==> src/rtl/peshp_pkg.sv <==
`default_nettype none

package peshp_pkg;

   // fixed field widths
   localparam int CMD_W     = 2;
   localparam int BYTE_W    = 8;
   localparam int IDX_IN_W  = 4;
   localparam int TS_W      = 33;
   localparam int PLEN_W    = 24;
   localparam int CNT_W     = 5;
   localparam int HLEN_W    = 6;
   localparam int PKTLEN_W  = 16;
   localparam int REQ_DATA_W = 112;
   localparam int RSP_DATA_W = 8;
   localparam int CSR_IDX_W = 2;
   localparam int PC_W      = 5;

   localparam int PRIVATE_MAX_DEF = 16;
   localparam logic [CNT_W-1:0] STUFF_MAX = 5'd28;

   localparam logic [BYTE_W-1:0] SID_NO_EXT   = 8'hBF;
   localparam logic [BYTE_W-1:0] PRIV_MARKER  = 8'b1000_1110;
   localparam logic [BYTE_W-1:0] STUFF_BYTE   = 8'hFF;
   localparam logic [PKTLEN_W:0] PKTLEN_LIMIT = 17'h0FFFF;

   // input commands
   localparam logic [CMD_W-1:0] CMD_LOAD    = 2'd0;
   localparam logic [CMD_W-1:0] CMD_HEADER  = 2'd1;
   localparam logic [CMD_W-1:0] CMD_PAYLOAD = 2'd2;

   // configuration register indexes
   localparam logic [CSR_IDX_W-1:0] REG_STREAM_ID = 2'd0;
   localparam logic [CSR_IDX_W-1:0] REG_ALIGN     = 2'd1;
   localparam logic [CSR_IDX_W-1:0] REG_STUFFING  = 2'd2;

   // microprogram entry points
   localparam logic [PC_W-1:0] ADDR_HEADER  = 5'd0;
   localparam logic [PC_W-1:0] ADDR_TS_PTS  = 5'd9;
   localparam logic [PC_W-1:0] ADDR_TS_DTS  = 5'd14;
   localparam logic [PC_W-1:0] ADDR_PRIV    = 5'd19;
   localparam logic [PC_W-1:0] ADDR_STUFF   = 5'd21;
   localparam logic [PC_W-1:0] ADDR_PAYLOAD = 5'd22;

   typedef enum logic [4:0] {
      SRC_ZERO,
      SRC_ONE,
      SRC_SID,
      SRC_LENH,
      SRC_LENL,
      SRC_FLAG0,
      SRC_FLAGS,
      SRC_HLEN,
      SRC_TS0,
      SRC_TS1,
      SRC_TS2,
      SRC_TS3,
      SRC_TS4,
      SRC_PRIVHDR,
      SRC_PRIV,
      SRC_STUFF,
      SRC_DATA
   } byte_src_type;

   typedef enum logic [2:0] {
      COND_ALWAYS,
      COND_EXTRA,
      COND_PTS,
      COND_DTS,
      COND_PRIV,
      COND_STUFF
   } cond_type;

   typedef enum logic [2:0] {
      TAIL_NEVER,
      TAIL_ALWAYS,
      TAIL_LEN,
      TAIL_HLEN,
      TAIL_PTS,
      TAIL_DTS,
      TAIL_PRIV
   } tail_type;

   typedef enum logic [1:0] {
      REP_NONE,
      REP_PRIV,
      REP_STUFF
   } rep_type;

   typedef struct packed {
      byte_src_type    src;
      logic            use_dts;
      cond_type        cond;
      tail_type        tail;
      rep_type         rep;
      logic [PC_W-1:0] skip_to;
   } ucode_type;

   // sequencer to datapath
   typedef struct packed {
      byte_src_type     src;
      logic             use_dts;
      logic [CNT_W-1:0] cnt;
   } seq_ctrl_type;

   // datapath to sequencer, per-run flags
   typedef struct packed {
      logic             extra;
      logic             has_pts;
      logic             send_dts;
      logic             has_priv;
      logic             has_stuff;
      logic [CNT_W-1:0] priv_len;
      logic [CNT_W-1:0] stuff_len;
   } dp_status_type;

endpackage

`default_nettype wire

==> src/rtl/peshp_ucode_rom.sv <==
`default_nettype none

module peshp_ucode_rom (
   input  wire logic [peshp_pkg::PC_W-1:0] addr,
   output peshp_pkg::ucode_type            word
);
   import peshp_pkg::*;

   function automatic ucode_type uw(byte_src_type s, logic d, cond_type c, tail_type t,
                                    rep_type r, logic [PC_W-1:0] k);
      ucode_type w;
      w.src     = s;
      w.use_dts = d;
      w.cond    = c;
      w.tail    = t;
      w.rep     = r;
      w.skip_to = k;
      return w;
   endfunction

   always_comb begin
      unique case (addr)
         // start code, stream id, packet length
         5'd0:  word = uw(SRC_ZERO, 1'b0, COND_ALWAYS, TAIL_NEVER, REP_NONE, ADDR_HEADER);
         5'd1:  word = uw(SRC_ZERO, 1'b0, COND_ALWAYS, TAIL_NEVER, REP_NONE, ADDR_HEADER);
         5'd2:  word = uw(SRC_ONE,  1'b0, COND_ALWAYS, TAIL_NEVER, REP_NONE, ADDR_HEADER);
         5'd3:  word = uw(SRC_SID,  1'b0, COND_ALWAYS, TAIL_NEVER, REP_NONE, ADDR_HEADER);
         5'd4:  word = uw(SRC_LENH, 1'b0, COND_ALWAYS, TAIL_NEVER, REP_NONE, ADDR_HEADER);
         5'd5:  word = uw(SRC_LENL, 1'b0, COND_ALWAYS, TAIL_LEN,   REP_NONE, ADDR_HEADER);
         // optional header bytes
         5'd6:  word = uw(SRC_FLAG0, 1'b0, COND_EXTRA, TAIL_NEVER, REP_NONE, ADDR_TS_PTS);
         5'd7:  word = uw(SRC_FLAGS, 1'b0, COND_ALWAYS, TAIL_NEVER, REP_NONE, ADDR_HEADER);
         5'd8:  word = uw(SRC_HLEN,  1'b0, COND_ALWAYS, TAIL_HLEN,  REP_NONE, ADDR_HEADER);
         // pts
         5'd9:  word = uw(SRC_TS0, 1'b0, COND_PTS,    TAIL_NEVER, REP_NONE, ADDR_TS_DTS);
         5'd10: word = uw(SRC_TS1, 1'b0, COND_ALWAYS, TAIL_NEVER, REP_NONE, ADDR_HEADER);
         5'd11: word = uw(SRC_TS2, 1'b0, COND_ALWAYS, TAIL_NEVER, REP_NONE, ADDR_HEADER);
         5'd12: word = uw(SRC_TS3, 1'b0, COND_ALWAYS, TAIL_NEVER, REP_NONE, ADDR_HEADER);
         5'd13: word = uw(SRC_TS4, 1'b0, COND_ALWAYS, TAIL_PTS,   REP_NONE, ADDR_HEADER);
         // dts
         5'd14: word = uw(SRC_TS0, 1'b1, COND_DTS,    TAIL_NEVER, REP_NONE, ADDR_PRIV);
         5'd15: word = uw(SRC_TS1, 1'b1, COND_ALWAYS, TAIL_NEVER, REP_NONE, ADDR_HEADER);
         5'd16: word = uw(SRC_TS2, 1'b1, COND_ALWAYS, TAIL_NEVER, REP_NONE, ADDR_HEADER);
         5'd17: word = uw(SRC_TS3, 1'b1, COND_ALWAYS, TAIL_NEVER, REP_NONE, ADDR_HEADER);
         5'd18: word = uw(SRC_TS4, 1'b1, COND_ALWAYS, TAIL_DTS,   REP_NONE, ADDR_HEADER);
         // private data
         5'd19: word = uw(SRC_PRIVHDR, 1'b0, COND_PRIV, TAIL_NEVER, REP_NONE, ADDR_STUFF);
         5'd20: word = uw(SRC_PRIV, 1'b0, COND_ALWAYS, TAIL_PRIV, REP_PRIV, ADDR_HEADER);
         // stuffing, always ends the run
         5'd21: word = uw(SRC_STUFF, 1'b0, COND_STUFF, TAIL_ALWAYS, REP_STUFF, ADDR_HEADER);
         // payload pass-through
         5'd22: word = uw(SRC_DATA, 1'b0, COND_ALWAYS, TAIL_ALWAYS, REP_NONE, ADDR_HEADER);
         default: word = uw(SRC_ZERO, 1'b0, COND_ALWAYS, TAIL_ALWAYS, REP_NONE, ADDR_HEADER);
      endcase
   end

endmodule

`default_nettype wire

==> src/rtl/peshp_sequencer.sv <==
`default_nettype none

module peshp_sequencer (
   input  wire logic                     clock,
   input  wire logic                     reset,
   input  wire logic                     start_hdr,
   input  wire logic                     start_pay,
   input  wire logic                     out_free,
   input  peshp_pkg::dp_status_type      status,
   output peshp_pkg::seq_ctrl_type       ctrl,
   output logic                          emit,
   output logic                          last,
   output logic                          busy,
   output logic                          done_now
);
   import peshp_pkg::*;

   logic [PC_W-1:0]  pc_ff, pc_in;
   logic [CNT_W-1:0] cnt_ff, cnt_in;
   logic             busy_ff, busy_in;
   ucode_type        word;
   logic             cond_ok, final_iter, tail_last;
   logic             t_stuff, t_priv, t_dts, t_pts;

   peshp_ucode_rom u_rom (
      .addr (pc_ff),
      .word (word)
   );

   // is anything left after each section
   assign t_stuff = status.has_stuff;
   assign t_priv  = status.has_priv | t_stuff;
   assign t_dts   = status.send_dts | t_priv;
   assign t_pts   = status.has_pts | t_dts;

   always_comb begin
      unique case (word.cond)
         COND_ALWAYS: cond_ok = 1'b1;
         COND_EXTRA:  cond_ok = status.extra;
         COND_PTS:    cond_ok = status.has_pts;
         COND_DTS:    cond_ok = status.send_dts;
         COND_PRIV:   cond_ok = status.has_priv;
         COND_STUFF:  cond_ok = status.has_stuff;
         default:     cond_ok = 1'b1;
      endcase
   end

   always_comb begin
      unique case (word.tail)
         TAIL_NEVER:  tail_last = 1'b0;
         TAIL_ALWAYS: tail_last = 1'b1;
         TAIL_LEN:    tail_last = ~status.extra & ~t_pts;
         TAIL_HLEN:   tail_last = ~t_pts;
         TAIL_PTS:    tail_last = ~t_dts;
         TAIL_DTS:    tail_last = ~t_priv;
         TAIL_PRIV:   tail_last = ~t_stuff;
         default:     tail_last = 1'b1;
      endcase
   end

   always_comb begin
      unique case (word.rep)
         REP_NONE:  final_iter = 1'b1;
         REP_PRIV:  final_iter = (cnt_ff + CNT_W'(1)) == status.priv_len;
         REP_STUFF: final_iter = (cnt_ff + CNT_W'(1)) == status.stuff_len;
         default:   final_iter = 1'b1;
      endcase
   end

   assign emit     = busy_ff & cond_ok & out_free;
   assign last     = tail_last & final_iter;
   assign done_now = emit & last;
   assign busy     = busy_ff;

   assign ctrl.src     = word.src;
   assign ctrl.use_dts = word.use_dts;
   // count of the coming step, lets the private buffer read register load ahead of that step
   assign ctrl.cnt     = cnt_in;

   always_comb begin
      pc_in   = pc_ff;
      cnt_in  = cnt_ff;
      busy_in = busy_ff;
      if (start_hdr || start_pay) begin
         busy_in = 1'b1;
         pc_in   = start_pay ? ADDR_PAYLOAD : ADDR_HEADER;
         cnt_in  = '0;
      end else if (busy_ff) begin
         if (!cond_ok) begin
            pc_in  = word.skip_to;
            cnt_in = '0;
         end else if (out_free) begin
            if (last) begin
               busy_in = 1'b0;
            end else if (!final_iter) begin
               cnt_in = cnt_ff + CNT_W'(1);
            end else begin
               pc_in  = pc_ff + PC_W'(1);
               cnt_in = '0;
            end
         end
      end
   end

   always_ff @(posedge clock) begin
      if (reset) begin
         pc_ff   <= ADDR_HEADER;
         cnt_ff  <= '0;
         busy_ff <= 1'b0;
      end else begin
         pc_ff   <= pc_in;
         cnt_ff  <= cnt_in;
         busy_ff <= busy_in;
      end
   end

   a_emit_busy: assert property (@(posedge clock) disable iff (reset)
      emit |-> busy_ff)
      else $error("byte emitted while sequencer idle");

   a_priv_bound: assert property (@(posedge clock) disable iff (reset)
      (busy_ff && word.rep == REP_PRIV) |-> (cnt_ff < status.priv_len))
      else $error("private read past requested length");

   a_run_end: assert property (@(posedge clock) disable iff (reset)
      (done_now && !start_hdr && !start_pay) |=> !busy_ff)
      else $error("sequencer still busy after last byte");

   a_no_start_busy: assert property (@(posedge clock) disable iff (reset)
      (start_hdr || start_pay) |-> (!busy_ff || done_now))
      else $error("run started over an unfinished run");

endmodule

`default_nettype wire

==> src/rtl/peshp_datapath.sv <==
`default_nettype none

module peshp_datapath #(
   parameter int PRIVATE_MAX = peshp_pkg::PRIVATE_MAX_DEF
) (
   input  wire logic                             clock,
   input  wire logic                             start_hdr,
   input  wire logic                             start_pay,
   input  wire logic                             load,
   input  wire logic [peshp_pkg::BYTE_W-1:0]     data_byte,
   input  wire logic [peshp_pkg::IDX_IN_W-1:0]   byte_index,
   input  wire logic                             has_pts,
   input  wire logic [peshp_pkg::TS_W-1:0]       pts_value,
   input  wire logic                             has_dts,
   input  wire logic [peshp_pkg::TS_W-1:0]       dts_value,
   input  wire logic [peshp_pkg::PLEN_W-1:0]     payload_length,
   input  wire logic [peshp_pkg::CNT_W-1:0]      private_length,
   input  wire logic [peshp_pkg::BYTE_W-1:0]     stream_id,
   input  wire logic                             data_alignment,
   input  wire logic [peshp_pkg::CNT_W-1:0]      stuffing_length,
   input  peshp_pkg::seq_ctrl_type               ctrl,
   output peshp_pkg::dp_status_type              status,
   output logic [peshp_pkg::BYTE_W-1:0]          out_byte
);
   import peshp_pkg::*;

   localparam int IDX_W = (PRIVATE_MAX > 1) ? $clog2(PRIVATE_MAX) : 1;

   logic [BYTE_W-1:0]   priv_mem [PRIVATE_MAX];
   logic [BYTE_W-1:0]   priv_rd_ff;

   logic [BYTE_W-1:0]   data_ff;
   logic                has_pts_ff, send_dts_ff;
   logic [TS_W-1:0]     pts_ff, dts_ff;
   logic [PLEN_W-1:0]   plen_ff;
   logic [CNT_W-1:0]    priv_ff, stuff_ff;
   logic [HLEN_W-1:0]   hlen_ff, hlen_in;
   logic [PKTLEN_W-1:0] len_ff, len_in;
   logic [CNT_W-1:0]    priv_sat, stuff_sat;
   logic                extra;
   logic [PLEN_W:0]     len_sum;
   logic [TS_W-1:0]     ts;
   logic [3:0]          ts_nib;

   assign priv_sat  = (private_length > CNT_W'(PRIVATE_MAX)) ? CNT_W'(PRIVATE_MAX)
                                                             : private_length;
   assign stuff_sat = (stuffing_length > STUFF_MAX) ? STUFF_MAX : stuffing_length;
   assign extra     = stream_id != SID_NO_EXT;

   // private buffer write on load transactions
   always_ff @(posedge clock) begin
      if (load && ({1'b0, byte_index} < (IDX_IN_W + 1)'(PRIVATE_MAX))) begin
         priv_mem[byte_index[IDX_W-1:0]] <= data_byte;
      end
   end

   // registered read, addressed by the count of the coming step
   always_ff @(posedge clock) begin
      priv_rd_ff <= priv_mem[ctrl.cnt[IDX_W-1:0]];
   end

   // per-item fields, captured at acceptance
   always_ff @(posedge clock) begin
      if (start_pay) begin
         data_ff <= data_byte;
      end
      if (start_hdr) begin
         has_pts_ff  <= has_pts;
         send_dts_ff <= has_pts & has_dts & (dts_value != pts_value);
         pts_ff      <= pts_value;
         dts_ff      <= dts_value;
         plen_ff     <= payload_length;
         priv_ff     <= priv_sat;
         stuff_ff    <= stuff_sat;
      end
      hlen_ff <= hlen_in;
      len_ff  <= len_in;
   end

   // header length registered from the captured fields, packet length registered from the header length
   always_comb begin
      hlen_in = HLEN_W'(stuff_ff);
      if (has_pts_ff)  hlen_in = hlen_in + HLEN_W'(5);
      if (send_dts_ff) hlen_in = hlen_in + HLEN_W'(5);
      if (priv_ff != '0) hlen_in = hlen_in + HLEN_W'(priv_ff) + HLEN_W'(1);
   end

   assign len_sum = {1'b0, plen_ff} + (PLEN_W + 1)'(hlen_ff) +
                    (extra ? (PLEN_W + 1)'(3) : '0);
   assign len_in  = ((plen_ff == '0) || (len_sum > (PLEN_W + 1)'(PKTLEN_LIMIT)))
                    ? '0 : len_sum[PKTLEN_W-1:0];

   assign status.extra     = extra;
   assign status.has_pts   = has_pts_ff;
   assign status.send_dts  = send_dts_ff;
   assign status.has_priv  = priv_ff != '0;
   assign status.has_stuff = stuff_ff != '0;
   assign status.priv_len  = priv_ff;
   assign status.stuff_len = stuff_ff;

   assign ts     = ctrl.use_dts ? dts_ff : pts_ff;
   assign ts_nib = ctrl.use_dts ? 4'b0001 : {3'b001, send_dts_ff};

   always_comb begin
      unique case (ctrl.src)
         SRC_ZERO:    out_byte = 8'h00;
         SRC_ONE:     out_byte = 8'h01;
         SRC_SID:     out_byte = stream_id;
         SRC_LENH:    out_byte = len_ff[15:8];
         SRC_LENL:    out_byte = len_ff[7:0];
         SRC_FLAG0:   out_byte = {5'b10000, data_alignment, 2'b00};
         SRC_FLAGS:   out_byte = {has_pts_ff, send_dts_ff, 5'b00000, priv_ff != '0};
         SRC_HLEN:    out_byte = BYTE_W'(hlen_ff);
         SRC_TS0:     out_byte = {ts_nib, ts[32:30], 1'b1};
         SRC_TS1:     out_byte = ts[29:22];
         SRC_TS2:     out_byte = {ts[21:15], 1'b1};
         SRC_TS3:     out_byte = ts[14:7];
         SRC_TS4:     out_byte = {ts[6:0], 1'b1};
         SRC_PRIVHDR: out_byte = PRIV_MARKER;
         SRC_PRIV:    out_byte = priv_rd_ff;
         SRC_STUFF:   out_byte = STUFF_BYTE;
         SRC_DATA:    out_byte = data_ff;
         default:     out_byte = 8'h00;
      endcase
   end

endmodule

`default_nettype wire

==> src/rtl/pes_header_packetizer.sv <==
// pes packet builder, byte stream out
//
// req channel: one transaction per command, command in req_tuser. a load
// transaction writes one private byte and makes no output. a payload
// transaction makes one rsp byte with rsp_tlast set. a header transaction
// makes the whole header run (6 to 64 bytes), rsp_tlast on its final byte.
// csr channel: register writes (stream id, alignment, stuffing), always ready,
// to be used only while no run is in progress.
// a run's first byte goes from the req transaction through the sequencer
// step register into the rsp register. payload bytes flow at one per cycle
// while rsp is ready; a header run emits one byte per step, with an empty
// step for each optional section skipped before its last byte (at most four).
// a new req transaction is taken in the cycle the current run hands over its
// last byte, so runs follow each other without a gap.
// when rsp stalls the sequencer holds its step and the rsp register holds
// its byte; nothing is dropped. reset clears the sequencer and the rsp
// valid flag and sets the csr registers to their defaults; the private buffer
// is not cleared.
`default_nettype none

module pes_header_packetizer #(
   parameter int PRIVATE_MAX = peshp_pkg::PRIVATE_MAX_DEF
) (
   input  wire logic                                clock,
   input  wire logic                                reset,
   // req_tdata, low bit up: data_byte, byte_index, has_pts, pts_value,
   // has_dts, dts_value, payload_length, private_length, zero pad
   input  wire logic [peshp_pkg::REQ_DATA_W-1:0]    req_tdata,
   // req_tuser: command
   input  wire logic [peshp_pkg::CMD_W-1:0]         req_tuser,
   input  wire logic                                req_tvalid,
   output logic                                     req_tready,
   // rsp_tdata: out_byte; rsp_tlast: last_of_run
   output logic [peshp_pkg::RSP_DATA_W-1:0]         rsp_tdata,
   output logic                                     rsp_tlast,
   output logic                                     rsp_tvalid,
   input  wire logic                                rsp_tready,
   input  wire logic                                csr_valid,
   output logic                                     csr_ready,
   input  wire logic [peshp_pkg::CSR_IDX_W-1:0]     csr_index,
   input  wire logic [peshp_pkg::BYTE_W-1:0]        csr_data
);
   import peshp_pkg::*;

   // configuration registers
   logic [BYTE_W-1:0] sid_ff;
   logic              align_ff;
   logic [CNT_W-1:0]  stuffing_ff;

   // output register
   logic              rsp_valid_ff, rsp_valid_in;
   logic [BYTE_W-1:0] rsp_byte_ff, rsp_byte_in;
   logic              rsp_last_ff, rsp_last_in;

   logic              req_acc, start_hdr, start_pay, load;
   logic              out_free, emit, last, busy, done_now;
   logic [BYTE_W-1:0] dp_byte;
   seq_ctrl_type      ctrl;
   dp_status_type     status;

   assign csr_ready = 1'b1;

   always_ff @(posedge clock) begin
      if (reset) begin
         sid_ff      <= 8'hE0;
         align_ff    <= 1'b0;
         stuffing_ff <= '0;
      end else if (csr_valid) begin
         case (csr_index)
            REG_STREAM_ID: sid_ff      <= csr_data;
            REG_ALIGN:     align_ff    <= csr_data[0];
            REG_STUFFING:  stuffing_ff <= csr_data[CNT_W-1:0];
            default:       ;
         endcase
      end
   end

   // new item when idle, or in the cycle the run hands over its last byte
   assign req_tready = ~busy | done_now;
   assign req_acc    = req_tvalid & req_tready;
   assign start_hdr  = req_acc & (req_tuser == CMD_HEADER);
   assign start_pay  = req_acc & (req_tuser == CMD_PAYLOAD);
   assign load       = req_acc & (req_tuser == CMD_LOAD);

   assign out_free = ~rsp_valid_ff | rsp_tready;

   peshp_sequencer u_seq (
      .clock     (clock),
      .reset     (reset),
      .start_hdr (start_hdr),
      .start_pay (start_pay),
      .out_free  (out_free),
      .status    (status),
      .ctrl      (ctrl),
      .emit      (emit),
      .last      (last),
      .busy      (busy),
      .done_now  (done_now)
   );

   peshp_datapath #(
      .PRIVATE_MAX (PRIVATE_MAX)
   ) u_dp (
      .clock           (clock),
      .start_hdr       (start_hdr),
      .start_pay       (start_pay),
      .load            (load),
      .data_byte       (req_tdata[7:0]),
      .byte_index      (req_tdata[11:8]),
      .has_pts         (req_tdata[12]),
      .pts_value       (req_tdata[45:13]),
      .has_dts         (req_tdata[46]),
      .dts_value       (req_tdata[79:47]),
      .payload_length  (req_tdata[103:80]),
      .private_length  (req_tdata[108:104]),
      .stream_id       (sid_ff),
      .data_alignment  (align_ff),
      .stuffing_length (stuffing_ff),
      .ctrl            (ctrl),
      .status          (status),
      .out_byte        (dp_byte)
   );

   // rsp register, loaded whenever the sequencer emits
   always_comb begin
      rsp_valid_in = rsp_valid_ff;
      rsp_byte_in  = rsp_byte_ff;
      rsp_last_in  = rsp_last_ff;
      if (emit) begin
         rsp_valid_in = 1'b1;
         rsp_byte_in  = dp_byte;
         rsp_last_in  = last;
      end else if (rsp_tready) begin
         rsp_valid_in = 1'b0;
      end
   end

   always_ff @(posedge clock) begin
      if (reset) begin
         rsp_valid_ff <= 1'b0;
      end else begin
         rsp_valid_ff <= rsp_valid_in;
      end
      rsp_byte_ff <= rsp_byte_in;
      rsp_last_ff <= rsp_last_in;
   end

   assign rsp_tvalid = rsp_valid_ff;
   assign rsp_tdata  = rsp_byte_ff;
   assign rsp_tlast  = rsp_last_ff;

   a_no_overwrite: assert property (@(posedge clock) disable iff (reset)
      (rsp_valid_ff && !rsp_tready) |-> !emit)
      else $error("rsp byte overwritten while stalled");

   a_accept_idle: assert property (@(posedge clock) disable iff (reset)
      (req_acc && !done_now) |-> !busy)
      else $error("request taken during a run");

   a_last_ends_run: assert property (@(posedge clock) disable iff (reset)
      (emit && last && !req_acc) |=> !busy)
      else $error("run continues after its last byte");

endmodule

`default_nettype wire

==> config.mk <==
export PLATFORM = sky130hd
export DESIGN_NAME = pes_header_packetizer
export DESIGN_NICKNAME = d
export VERILOG_FILES = /design/src/rtl/peshp_pkg.sv /design/src/rtl/peshp_ucode_rom.sv /design/src/rtl/peshp_sequencer.sv /design/src/rtl/peshp_datapath.sv /design/src/rtl/pes_header_packetizer.sv
export SDC_FILE = /design/constraint.sdc
export NUM_CORES = 1
export LEC_CHECK = 0
export ABC_AREA = 1
export BUFFER_PORTS_ARGS = -buffer_cell sky130_fd_sc_hd__buf_2
export CAP_MARGIN = 20
export CORE_MARGIN = 5
export CORE_UTILIZATION = 30
export DETAILED_ROUTE_END_ITERATION = 8
export PLACE_DENSITY = 0.44
export SYNTH_ARGS = -nofsm -noshare
export SYNTH_HDL_FRONTEND = slang
export SYNTH_SLANG_ARGS = --single-unit
==> constraint.sdc <==
create_clock -name clock -period 8.5 [get_ports clock]
set_clock_uncertainty 0.05 [all_clocks]
set_input_delay 1.275 -clock clock [delete_from_list [all_inputs] [get_ports clock]]
set_output_delay 1.275 -clock clock [all_outputs]
set_load 0.005 [all_outputs]
==> results of run 1 <==
-- sequential cells by signal, summed over array words and instances, names as in the netlist, 6 cells and up --
name / cells
u_dp.priv_mem: 128
u_dp.dts_ff: 33
u_dp.pts_ff: 33
u_dp.plen_ff: 24
u_seq.u_rom.word: 18
u_dp.len_ff: 16
rsp_tdata: 8
sid_ff: 8
u_dp.data_ff: 8
u_dp.priv_rd_ff: 8
u_dp.hlen_ff: 6
-- report_power, final --
part	total (uW)	switching [uW]	internal (uW)	leakage, uW
registers	1750	22.1	1720	0.00285
clock network	1600	638	958	0.000600
logic	251	162	88.8	0.00383
-- final timing paths --
path | from | endpoint | slack (ns) | depth (start not counted)
worst max-delay path | u_dp.stuff_ff[0] | u_dp.priv_rd_ff[2] | 4.04 | 17
worst min-delay path | stuffing_ff[0] | stuffing_ff[0] | 0.40 | 2
worst max register to register | u_dp.stuff_ff[0] | u_dp.priv_rd_ff[2] | 4.04 | 17
worst min register to register | stuffing_ff[0] | stuffing_ff[0] | 0.40 | 2
-- layer usage --
layer	vias up	global-route usage
met3	51	0.02636
met2	235	0.2543
met4	0	0.03589
met1	5302	0.2101
li1	5535	-
met5	-	0
-- through the flow --
step           std cells    util  area [sq um]  setup WS, ns  hold slack [ns]
4_1_cts             2396  0.3545         17780         3.971           0.4002
3_5_place_dp        2331  0.3303         16570         3.598           0.3907
5_1_grt             2398  0.3549         17800         3.652           0.4252
3_3_place_gp        2331  0.3303         16570         3.612           0.3924
6_report            2398  0.3549         17800         4.042           0.3977
2_1_floorplan       1558       -         15240         4.332           0.3731
-- cell families (layout without fill, tap and decap cells) --
family	Yosys count	count (layout)	synth area share
AOI/OAI and AO/OA	162	162	0.06808
xor gates and xnor gates	62	62	0.03564
adders and majority gates	34	34	0.02989
buffers and inverters	245	413	0.06759
DFF	321	321	0.5841
muxes	1	1	0.0006570
other	1	1	0.0002461
and+or+nand+nor	732	732	0.2138
-- layout make-up --
cell class | instances | area, sq um
fill | 5102 | 32370
sequential | 321 | 8899
multi-input combinational | 992 | 5318
clock buffer | 52 | 1051
tap | 672 | 840.8
timing repair buffer | 150 | 790.8
inverter | 198 | 745.7
clock inverter | 13 | 160.2
-- worst register-to-register path: stages, from the launching register on --
cell and delay (ns):
edfxtp_1 0.48, inv_1 0.14, ha_1 0.15, nand3_1 0.10
o21ai_1 0.14, nand3_1 0.09, nand2_2 0.18, nor2_1 0.08
nand3_2 0.10, nand2_4 0.09, o211ai_4 0.09, buf_4 0.57
nand2_2 0.66, inv_2 0.78, nand3_1 0.19, nand3_1 0.18
nand3_1 0.17, nand2_1 0.15
-- layout by cell type, fill, tap and decap left out, types with 30 or more instances in the layout --
master,instances
inv_1,180
ha_1,30
clkbuf_16,38
nand3_1,172
nand2_1,379
buf_2,136
dfxtp_1,74
o21ai_0,38
nor2_1,99
edfxtp_1,247
xor2_1,33
a21oi_1,50
==> impl_results.md, run 1 <==
- Rows: 82
- Overall routing resource usage: 0.1530
- Nets: between 1500 and 2000
- GR Overflow Total: 0
- DR pass1 iterations: 5
- DR top layer: met4
- Design Power: roughly 3600 uW
- DR DRC count: 0
- Worst setup EP type: register
- Top cell type's share of synthesized area: 0.4868
- Async S/R FF share, synth: 0
- Cell with the most instances after synthesis: nand2_1
- Initial antenna violation count: 0
- Synth warnings: 0
- Outcome: finished, final reports clean
- P_leak: between 0.007 and 0.008 uW
- Critical Path RT: ~8.9 ns
- Fin. Hold Viols: 0
- Data arrival, critical path: 4.88 ns
- Post_cts resized: 0
- Syn_nets: 1721
- Netlist Area Pre-Place: approximately 0.015 sq mm
- Hold Buf Count CTS: 0
- Most common library cells after synthesis: 380 x nand2_1, 247 x edfxtp_1, 180 x inv_1, 172 x nand3_1, 99 x nor2_1
- First-pass GRT wire length: around 67000 um
- Average size of a mapped cell: ~9.8 sq um
- Critical path's top delay family: simple AND/OR/NAND/NOR gates
- TritonCTS clock tree: built
- Fmax: 224.3 MHz
- Biggest area consumer among synthesized cells: edfxtp_1
- RSZ-0062 raised after global routing: no
- Minimum clock period: 4.458 ns
- Clock sink count: between 300 and 400
- Die Width: 235.4 um
- Seq/Total Area, Yosys: 0.5841
- Worst path cell trace: inv_1 > ha_1 > nand3_1 > o21ai_1 > nand3_1 > nand2_2 > nor2_1 > nand3_2 > nand2_4 > o211ai_4 > buf_4 > nand2_2 > inv_2 > nand3_1 > nand3_1 > nand3_1 > nand2_1
- Core Area: 0.05017 sq mm
- Post-synth EDFFs: between 200 and 250
- Later-pin clock latency in the skew report: between 0.5 and 0.6 ns
- Buffers added on ports: 136
- Layout area overhead: 16.86%
- Initial core utilization: 0.3037
- Crit path buf inv count: 3
- Slew headroom: 0.3694
- Met3 WL: between 2000 and 2500 um
- Max Root-Sink Buffers: 3
- Chip height: around 240 um
- Critical path's most frequent cell: nand3_1
- Slowest stage delay, CP: roughly 0.75 ns
- Worst-path clk slew: roughly 0.06 ns
- Final setup vio count: 0
- # IOs: approximately 140
- Cell area power density: 201.8 mW/mm^2
- CTS Buf Count: 37
- Routed len/inst: around 18 um
- Root Driver: clkbuf_16
- Max-slew violations: 0
- Largest net degree at the start of global routing: 66
- Iter 0 DRT Violations: 740
- Antenna viol nets, final: 0
- Routed vias/inst: approximately 4.6
- Tcrit/Tclk final: 0.5245
- Setup TNS: 0 ns
- Count of different cell masters after synthesis: between 50 and 60
- CTS H-Tree Depth: 2
- Placer Congestion: 0.8747
- Slew @ Worst Pin: 0.9424 ns
- Primary FF master, synth: edfxtp_1
- Routed wire length: ~43000 um
- M1 WL: 19990 um
- Final HPWL DP: ~31000 um
- Ant. Diodes: 0
- Top cells by area, synth: edfxtp_1 49%, dfxtp_1 9.7%, nand2_1 9.4%
- Max Cap Viol: 0
- Vias: approximately 11000
- CP Launch Type: register
- Vias in the first global route: ~11000
- Synth Register Bits: 321
- Postcts setup bufs: 0
- CP max stage cell: inv_2
- Fraction of layout instances using a drive strength above 1: 0.1535
- Die area: between 0.05 and 0.06 sq mm
- Worst hold path class: register to register
- Kind of critical path: register to register
- Max IR drop VDD: 0.0001292 V
- Met2 wire length: between 20000 and 25000 um
- Cells after Synth: ~1600
- Crit-path max FO: 52
(Power assumes the default switching activity.)
==> run 2: changes to the inputs <==
clock period = 4.2 ns   (was 8.5 ns; I/O delays follow)
==> run 2 against run 1 <==
- sequential power increased by 100%
- cell area increased by 0.86%
- critical path depth increased by 2
- global-route usage about the same
- die area unchanged
- clock power increased by 100%
- largest cell class unchanged
- critical path type unchanged
- worst setup slack got worse by 3.7 ns
- final cell count increased by 0.92%
- core utilization increased by 0.30 points
==> impl_results.md, run 2 (synthesis results as in run 1) <==
- CP max stage cell: fa_1 (was inv_2)
- Data arrival, critical path: 4.25 ns (was 4.88 ns)
- Worst path cell trace: inv_1 > nand2_1 > nor4_1 > buf_4 > fa_1 > inv_1 > ha_1 > inv_1 > fa_1 > inv_1 > a31oi_1 > inv_1 > a21oi_1 > nor2_1 > nand4_1 > xnor2_1 > nor2_1 > nand4_2 > nor2_1 (was inv_1 > ha_1 > nand3_1 > o21ai_1 > nand3_1 > nand2_2 > nor2_1 > nand3_2 > nand2_4 > o211ai_4 > buf_4 > nand2_2 > inv_2 > nand3_1 > nand3_1 > nand3_1 > nand2_1)
- Clock sink count: 321 (unchanged)
- Fill cell count: 5120 (was 5102)
- Max reg flops: 128 (unchanged)
- Commonest cells after routing, fill and taps aside: 379 x nand2_1, 247 x edfxtp_1, 180 x inv_1, 172 x nand3_1, 136 x buf_2 (unchanged)
- Later-pin clock latency in the skew report: 0.55 ns (about the same)
- Kind of critical path: register to register (unchanged)
- Iter 0 DRT Violations: 732 (was 740)
- Worst hold slack: 0.2097 ns (was 0.3977 ns)
- Max Cap Viol: 0 (unchanged)
- Routed vias/inst: 4.629 (was 4.638)
- Initial core utilization: 0.3037 (unchanged)
- Nets: 1881 (was 1863)
- Worst hold path depth: 1 (was 2)
- First-pass GRT wire length: 66390 um (was 66720 um)
- TritonCTS clock tree: built (unchanged)
- Max Root-Sink Buffers: 3 (unchanged)
- Hold Buf Count CTS: 0 (unchanged)
- Minimum clock period: 3.851 ns (was 4.458 ns)
- Fraction of layout instances using a drive strength above 1: 0.1590 (was 0.1535)
- Crit-path max FO: 16 (was 52)
- Overall routing resource usage: 0.1526 (was 0.1530)
- Max-slew violations: 0 (unchanged)
- Area post-placement: 0.01675 sq mm (was 0.01657 sq mm)
- Critical path's most frequent cell: inv_1 (was nand3_1)
- CP Launch Type: register (unchanged)
- Routed len/inst: 17.81 um (was 17.98 um)
- Cell area power density: 404.7 mW/mm^2 (was 201.8 mW/mm^2)
- Register area: 0.008899 sq mm (unchanged)
- R2r worst-path depth: 19 (was 17)
- Worst setup EP type: register (unchanged)
- Worst hold path class: input port to register (was register to register)
- Routed wire length: 43110 um (was 43120 um)
- Layout area overhead: 17.86% (was 16.86%)
- Critical Path RT: 4.60 ns (was 8.92 ns)
- RSZ-0062 raised after global routing: no (unchanged)
- Finished Cell Area: 0.01796 sq mm (was 0.01780 sq mm)
- Antenna viol nets, final: 0 (unchanged)
- GR Overflow Total: 0 (unchanged)
- DR pass1 iterations: 5 (unchanged)
- DR DRC count: 0 (unchanged)
- # IOs: 141 (unchanged)
- Setup TNS: 0 ns (unchanged)
- Setup ws final: 0.3487 ns (was 4.042 ns)
- Tcrit/Tclk final: 0.9170 (was 0.5245)
- P_leak: 0.007360 uW (was 0.007275 uW)
- Fmax: 259.7 MHz (was 224.3 MHz)
- Chip height: 235.4 um (unchanged)
- Commonest non-fill, non-tap cell in the layout: nand2_1 (unchanged)
- Postcts setup bufs: 0 (unchanged)
- Root Driver: clkbuf_16 (unchanged)
- CTS Buf Count: 39 (was 37)
- Fin. Hold Viols: 0 (unchanged)
- Vias: 11201 (was 11123)
- Max IR drop VDD: 0.0002882 V (was 0.0001292 V)
- Initial antenna violation count: 1 (was 0)
- Slew @ Worst Pin: 0.9573 ns (was 0.9424 ns)
- Core Area: 0.05017 sq mm (unchanged)
- Post_cts resized: 0 (unchanged)
- Slew headroom: 0.3453 (was 0.3694)
- Rows: 82 (unchanged)
- CTS H-Tree Depth: 2 (unchanged)
- Multi-input gate area: 0.005318 sq mm (unchanged)
- Slowest stage delay, CP: 0.39 ns (was 0.75 ns)
- Place WS: 0.3967 ns (was 3.598 ns)
- Die area: 0.05539 sq mm (unchanged)
- Outcome: finished, final reports clean (unchanged)
- Die Width: 235.4 um (unchanged)
- Vias in the first global route: 11280 (was 11133)
- Ant. Diodes: 0 (unchanged)
- Final HPWL DP: 30820 um (was 30520 um)
- Worst-path clk slew: 0.06 ns (about the same)
- Buffers added on ports: 136 (unchanged)
- Largest net degree at the start of global routing: 103 (was 66)
- Final setup vio count: 0 (unchanged)
- Placer Congestion: 0.8619 (was 0.8747)
-- run 2: report_power, final --
group          total, uW  internal (uW)  switching [uW]  leakage [uW]
logic                510            182             328       0.00393
registers           3530           3490            43.2       0.00285
clock network       3220           1900            1320      0.000583
total               7270           5570            1690       0.00736
-- run 2: worst paths after layout --
kind	from	to	slack [ns]
hold / removal	req_tdata[88]	u_dp.plen_ff[8]	0.21
hold reg to reg	stuffing_ff[1]	stuffing_ff[1]	0.39
setup reg to reg	sid_ff[6]	u_dp.len_ff[10]	0.35
setup / recovery	sid_ff[6]	u_dp.len_ff[10]	0.35
-- run 2: area by class of cell --
type	count	share of cell area
Sequential cell	321	0.4955
Inverter	198	0.04153
Clock buffer	56	0.05957
Clock inverter	15	0.007873
Multi-Input combinational cell	992	0.2961
Timing Repair Buffer	166	0.05254
Tap cell	672	0.04682
-- run 2: through the flow --
step,cells,utilization,power [uW]
global route,2420,0.3579,7561
CTS,2420,0.3579,7366
finish,2420,0.3579,7267
global placement,2349,0.3338,4114
detailed placement,2349,0.3338,4113
floorplan,1558,-,3884
-- run 2: per-layer routing --
layer	global-route usage	routed length, um	vias up
li1	-	-	5589
met5	0	0	-
met2	0.2520	20230	235
met1	0.2050	19740	5319
met4	0.04240	1038	0
met3	0.03104	2098	58
-- run 2: worst max-delay path: cells and delay by family, from the launching register on --
kind,cells,cell delay [ns]
DFF,1,0.29
buffers and inverters,6,0.56
AOI/OAI and AO/OA,2,0.23
adders and majority gates,3,0.94
and+or+nand+nor,7,1.53
xor gates and xnor gates,1,0.15
==> run 3: changes to the inputs <==
CTS_CLUSTER_SIZE = 30   (was default)
clock period = 4.9 ns   (was 4.2 ns; I/O delays follow)
==> run 3 against run 2 <==
- core utilization down 0.22 points
- fmax fell by 6.6%
- hold slack improved by 0.097 ns
- sequential power down 14%
- register-to-register slack improved by 0.43 ns
- final cell count is 0.66% lower
- first-iteration DRC count increased by 5.3%
- largest cell class unchanged
==> impl_results.md, run 3 (synthesis results as in run 1) <==
- DR pass1 iterations: 5 (unchanged)
- Hold Buf Count CTS: 0 (unchanged)
- Commonest cells after routing, fill and taps aside: 379 x nand2_1, 247 x edfxtp_1, 180 x inv_1, 172 x nand3_1, 136 x buf_2 (unchanged)
- Minimum clock period: 4.125 ns (was 3.851 ns)
- Routed wire length: 43370 um (was 43110 um)
- Slew @ Worst Pin: 1.148 ns (was 0.9573 ns)
- Slew headroom: 0.2147 (was 0.3453)
- Kind of critical path: register to register (unchanged)
- Core Area: 0.05017 sq mm (unchanged)
- Placer Congestion: 0.8565 (was 0.8619)
- Ant. Diodes: 0 (unchanged)
- Nets: 1865 (was 1881)
- Hold path startpoint: req_tdata[100] (was req_tdata[88])
- Max Root-Sink Buffers: 3 (unchanged)
- Post_cts resized: 0 (unchanged)
- Core Util, Final: 0.3557 (was 0.3579)
- Initial core utilization: 0.3037 (unchanged)
- Setup ws final: 0.7754 ns (was 0.3487 ns)
- Combinational Power Share: 0.070 (about the same)
- Place WS: 0.7835 ns (was 0.3967 ns)
- Overall routing resource usage: 0.1526 (about the same)
- Cell Count, Final, Fillers Out: 2404 (was 2420)
- Outcome: finished, final reports clean (unchanged)
- Postcts setup bufs: 0 (unchanged)
- Layout area overhead: 17.14% (was 17.86%)
- Commonest non-fill, non-tap cell in the layout: nand2_1 (unchanged)
- Antenna viol nets, final: 0 (unchanged)
- Pint: 4797 uW (was 5574 uW)
- Max reg flops: 128 (unchanged)
- Final setup vio count: 0 (unchanged)
- Max-slew violations: 0 (unchanged)
- Fmax: 242.5 MHz (was 259.7 MHz)
- Chip height: 235.4 um (unchanged)
- Setup TNS: 0 ns (unchanged)
- Worst-path clk slew: 0.06 ns (about the same)
- Fin. Hold Viols: 0 (unchanged)
- # IOs: 141 (unchanged)
- Tcrit/Tclk final: 0.8417 (was 0.9170)
- FF-to-FF End: u_dp.len_ff[5] (was u_dp.len_ff[10])
- R2r worst-path depth: 18 (was 19)
- Worst setup EP type: register (unchanged)
- CP max stage cell: nor4_1 (was fa_1)
- Initial antenna violation count: 0 (was 1)
- CTS Buf Count: 38 (was 39)
- Max IR drop VDD: 0.0001844 V (was 0.0002882 V)
- Critical path's top delay family: simple AND/OR/NAND/NOR gates (unchanged)
- Die Width: 235.4 um (unchanged)
- Critical Path RT: 5.32 ns (was 4.60 ns)
- First-pass GRT wire length: 66430 um (was 66390 um)
- P_leak: 0.007306 uW (was 0.007360 uW)
- Fraction of layout instances using a drive strength above 1: 0.1576 (was 0.1590)
- Worst hold path depth: 1 (unchanged)
- GR Overflow Total: 0 (unchanged)
- Cell area power density: 351.8 mW/mm^2 (was 404.7 mW/mm^2)
- Worst hold path class: input port to register (unchanged)
- Final HPWL DP: 30770 um (was 30820 um)
- Sw frac: 0.2360 (was 0.2329)
- Data arrival, critical path: 4.54 ns (was 4.25 ns)
- Rows: 82 (unchanged)
- Routed vias/inst: 4.640 (was 4.629)
- Total stage count of the critical path: 18 (was 19)
- Crit-path max FO: 16 (unchanged)
- Iter 0 DRT Violations: 771 (was 732)
- TritonCTS clock tree: built (unchanged)
- Hold Path End: u_dp.plen_ff[20] (was u_dp.plen_ff[8])
- CTS H-Tree Depth: 2 (unchanged)
- Clock sink count: 321 (unchanged)
- Crit path buf inv count: 5 (was 6)
- Slowest stage delay, CP: 0.61 ns (was 0.39 ns)
- Reg power frac: 0.482 (was 0.486)
- Worst path cell trace: inv_1 > nand2_1 > nor4_1 > fa_1 > inv_1 > ha_1 > inv_1 > fa_1 > inv_1 > a31oi_1 > inv_1 > a21oi_1 > nor2_1 > nand4_1 > xnor2_1 > nor2_1 > nand4_2 > nor2_1 (was inv_1 > nand2_1 > nor4_1 > buf_4 > fa_1 > inv_1 > ha_1 > inv_1 > fa_1 > inv_1 > a31oi_1 > inv_1 > a21oi_1 > nor2_1 > nand4_1 > xnor2_1 > nor2_1 > nand4_2 > nor2_1)
- Reg-to-reg slack, setup: 0.78 ns (was 0.35 ns)
- Vias in the first global route: 11133 (was 11280)
- Placed cells: 2334 (was 2349)
- RSZ-0062 raised after global routing: no (unchanged)
- Die area: 0.05539 sq mm (unchanged)
- CP Launch Type: register (unchanged)
- Buffers added on ports: 136 (unchanged)
- Reg2reg start: sid_ff[6] (unchanged)
- DR DRC count: 0 (unchanged)
- Routed len/inst: 18.04 um (was 17.81 um)
- Clk pwr share: 0.448 (was 0.444)
- Vias: 11155 (was 11201)
- Fill cell count: 5090 (was 5120)
- Later-pin clock latency in the skew report: 0.56 ns (was 0.55 ns)
- Root Driver: clkbuf_16 (unchanged)
- Max Cap Viol: 0 (unchanged)
- Switching power: 1482 uW (was 1693 uW)
- Largest net degree at the start of global routing: 65 (was 103)
- Critical path's most frequent cell: inv_1 (unchanged)
run 3: area by class of cell:
cell class	instances	area (sq um)	area share
inverter	198	745.7	0.04178
sequential	321	8899	0.4986
multi-input combinational	992	5318	0.2980
timing repair buffer	151	793.3	0.04445
clock inverter	24	239.0	0.01339
tap	672	840.8	0.04711
clock buffer	46	1012	0.05672
run 3: layer usage:
| metal | routed length [um] | GRT usage | vias to the layer above |
|---|---|---|---|
| li1 | - | - | 5552 |
| met1 | 20200 | 0.2111 | 5314 |
| met2 | 20180 | 0.2486 | 240 |
| met3 | 2246 | 0.03011 | 49 |
| met4 | 739 | 0.03677 | 0 |
| met5 | 0 | 0 | - |
run 3: worst reg2reg max path: cells and delay by family, from the launching register on:
family | cells | cell delay (ns)
flops | 1 | 0.29
simple gates | 7 | 1.87
xor+xnor | 1 | 0.15
fa+ha+maj | 3 | 1.07
buf+inv | 5 | 0.38
compound gates | 2 | 0.23
run 3: metrics by stage:
| stage | power, uW | cell area [sq um] | hold slack, ns |
|---|---|---|---|
| after floorplan | 3329 | 15240 | 0.3731 |
| after global placement | 3525 | 16600 | 0.3940 |
| after detailed placement | 3524 | 16600 | 0.3967 |
| after CTS | 6373 | 17850 | 0.2743 |
| after global routing | 6532 | 17850 | 0.2749 |
| final | 6279 | 17850 | 0.3063 |
run 3: how the worst max path moves through the flow:
stage	from	slack, ns	end
6_report	sid_ff[6]	0.78	u_dp.len_ff[5]
5_1_grt	sid_ff[6]	0.30	u_dp.len_ff[10]
2_1_floorplan	u_seq.u_rom.word[5]	1.00	u_seq.u_rom.word[16]
3_3_place_gp	sid_ff[6]	0.89	u_dp.len_ff[13]
4_1_cts	sid_ff[6]	0.76	u_dp.len_ff[8]
3_5_place_dp	sid_ff[6]	0.78	u_dp.len_ff[8]
run 3: power groups by stage:
stage / registers, uW / logic [uW] / clock network [uW]
after global routing: 3030 / 492 / 3010
final: 3030 / 437 / 2810
after floorplan: 3070 / 259 / 0
after CTS: 3030 / 442 / 2900
after detailed placement: 3090 / 438 / 0
after global placement: 3090 / 439 / 0
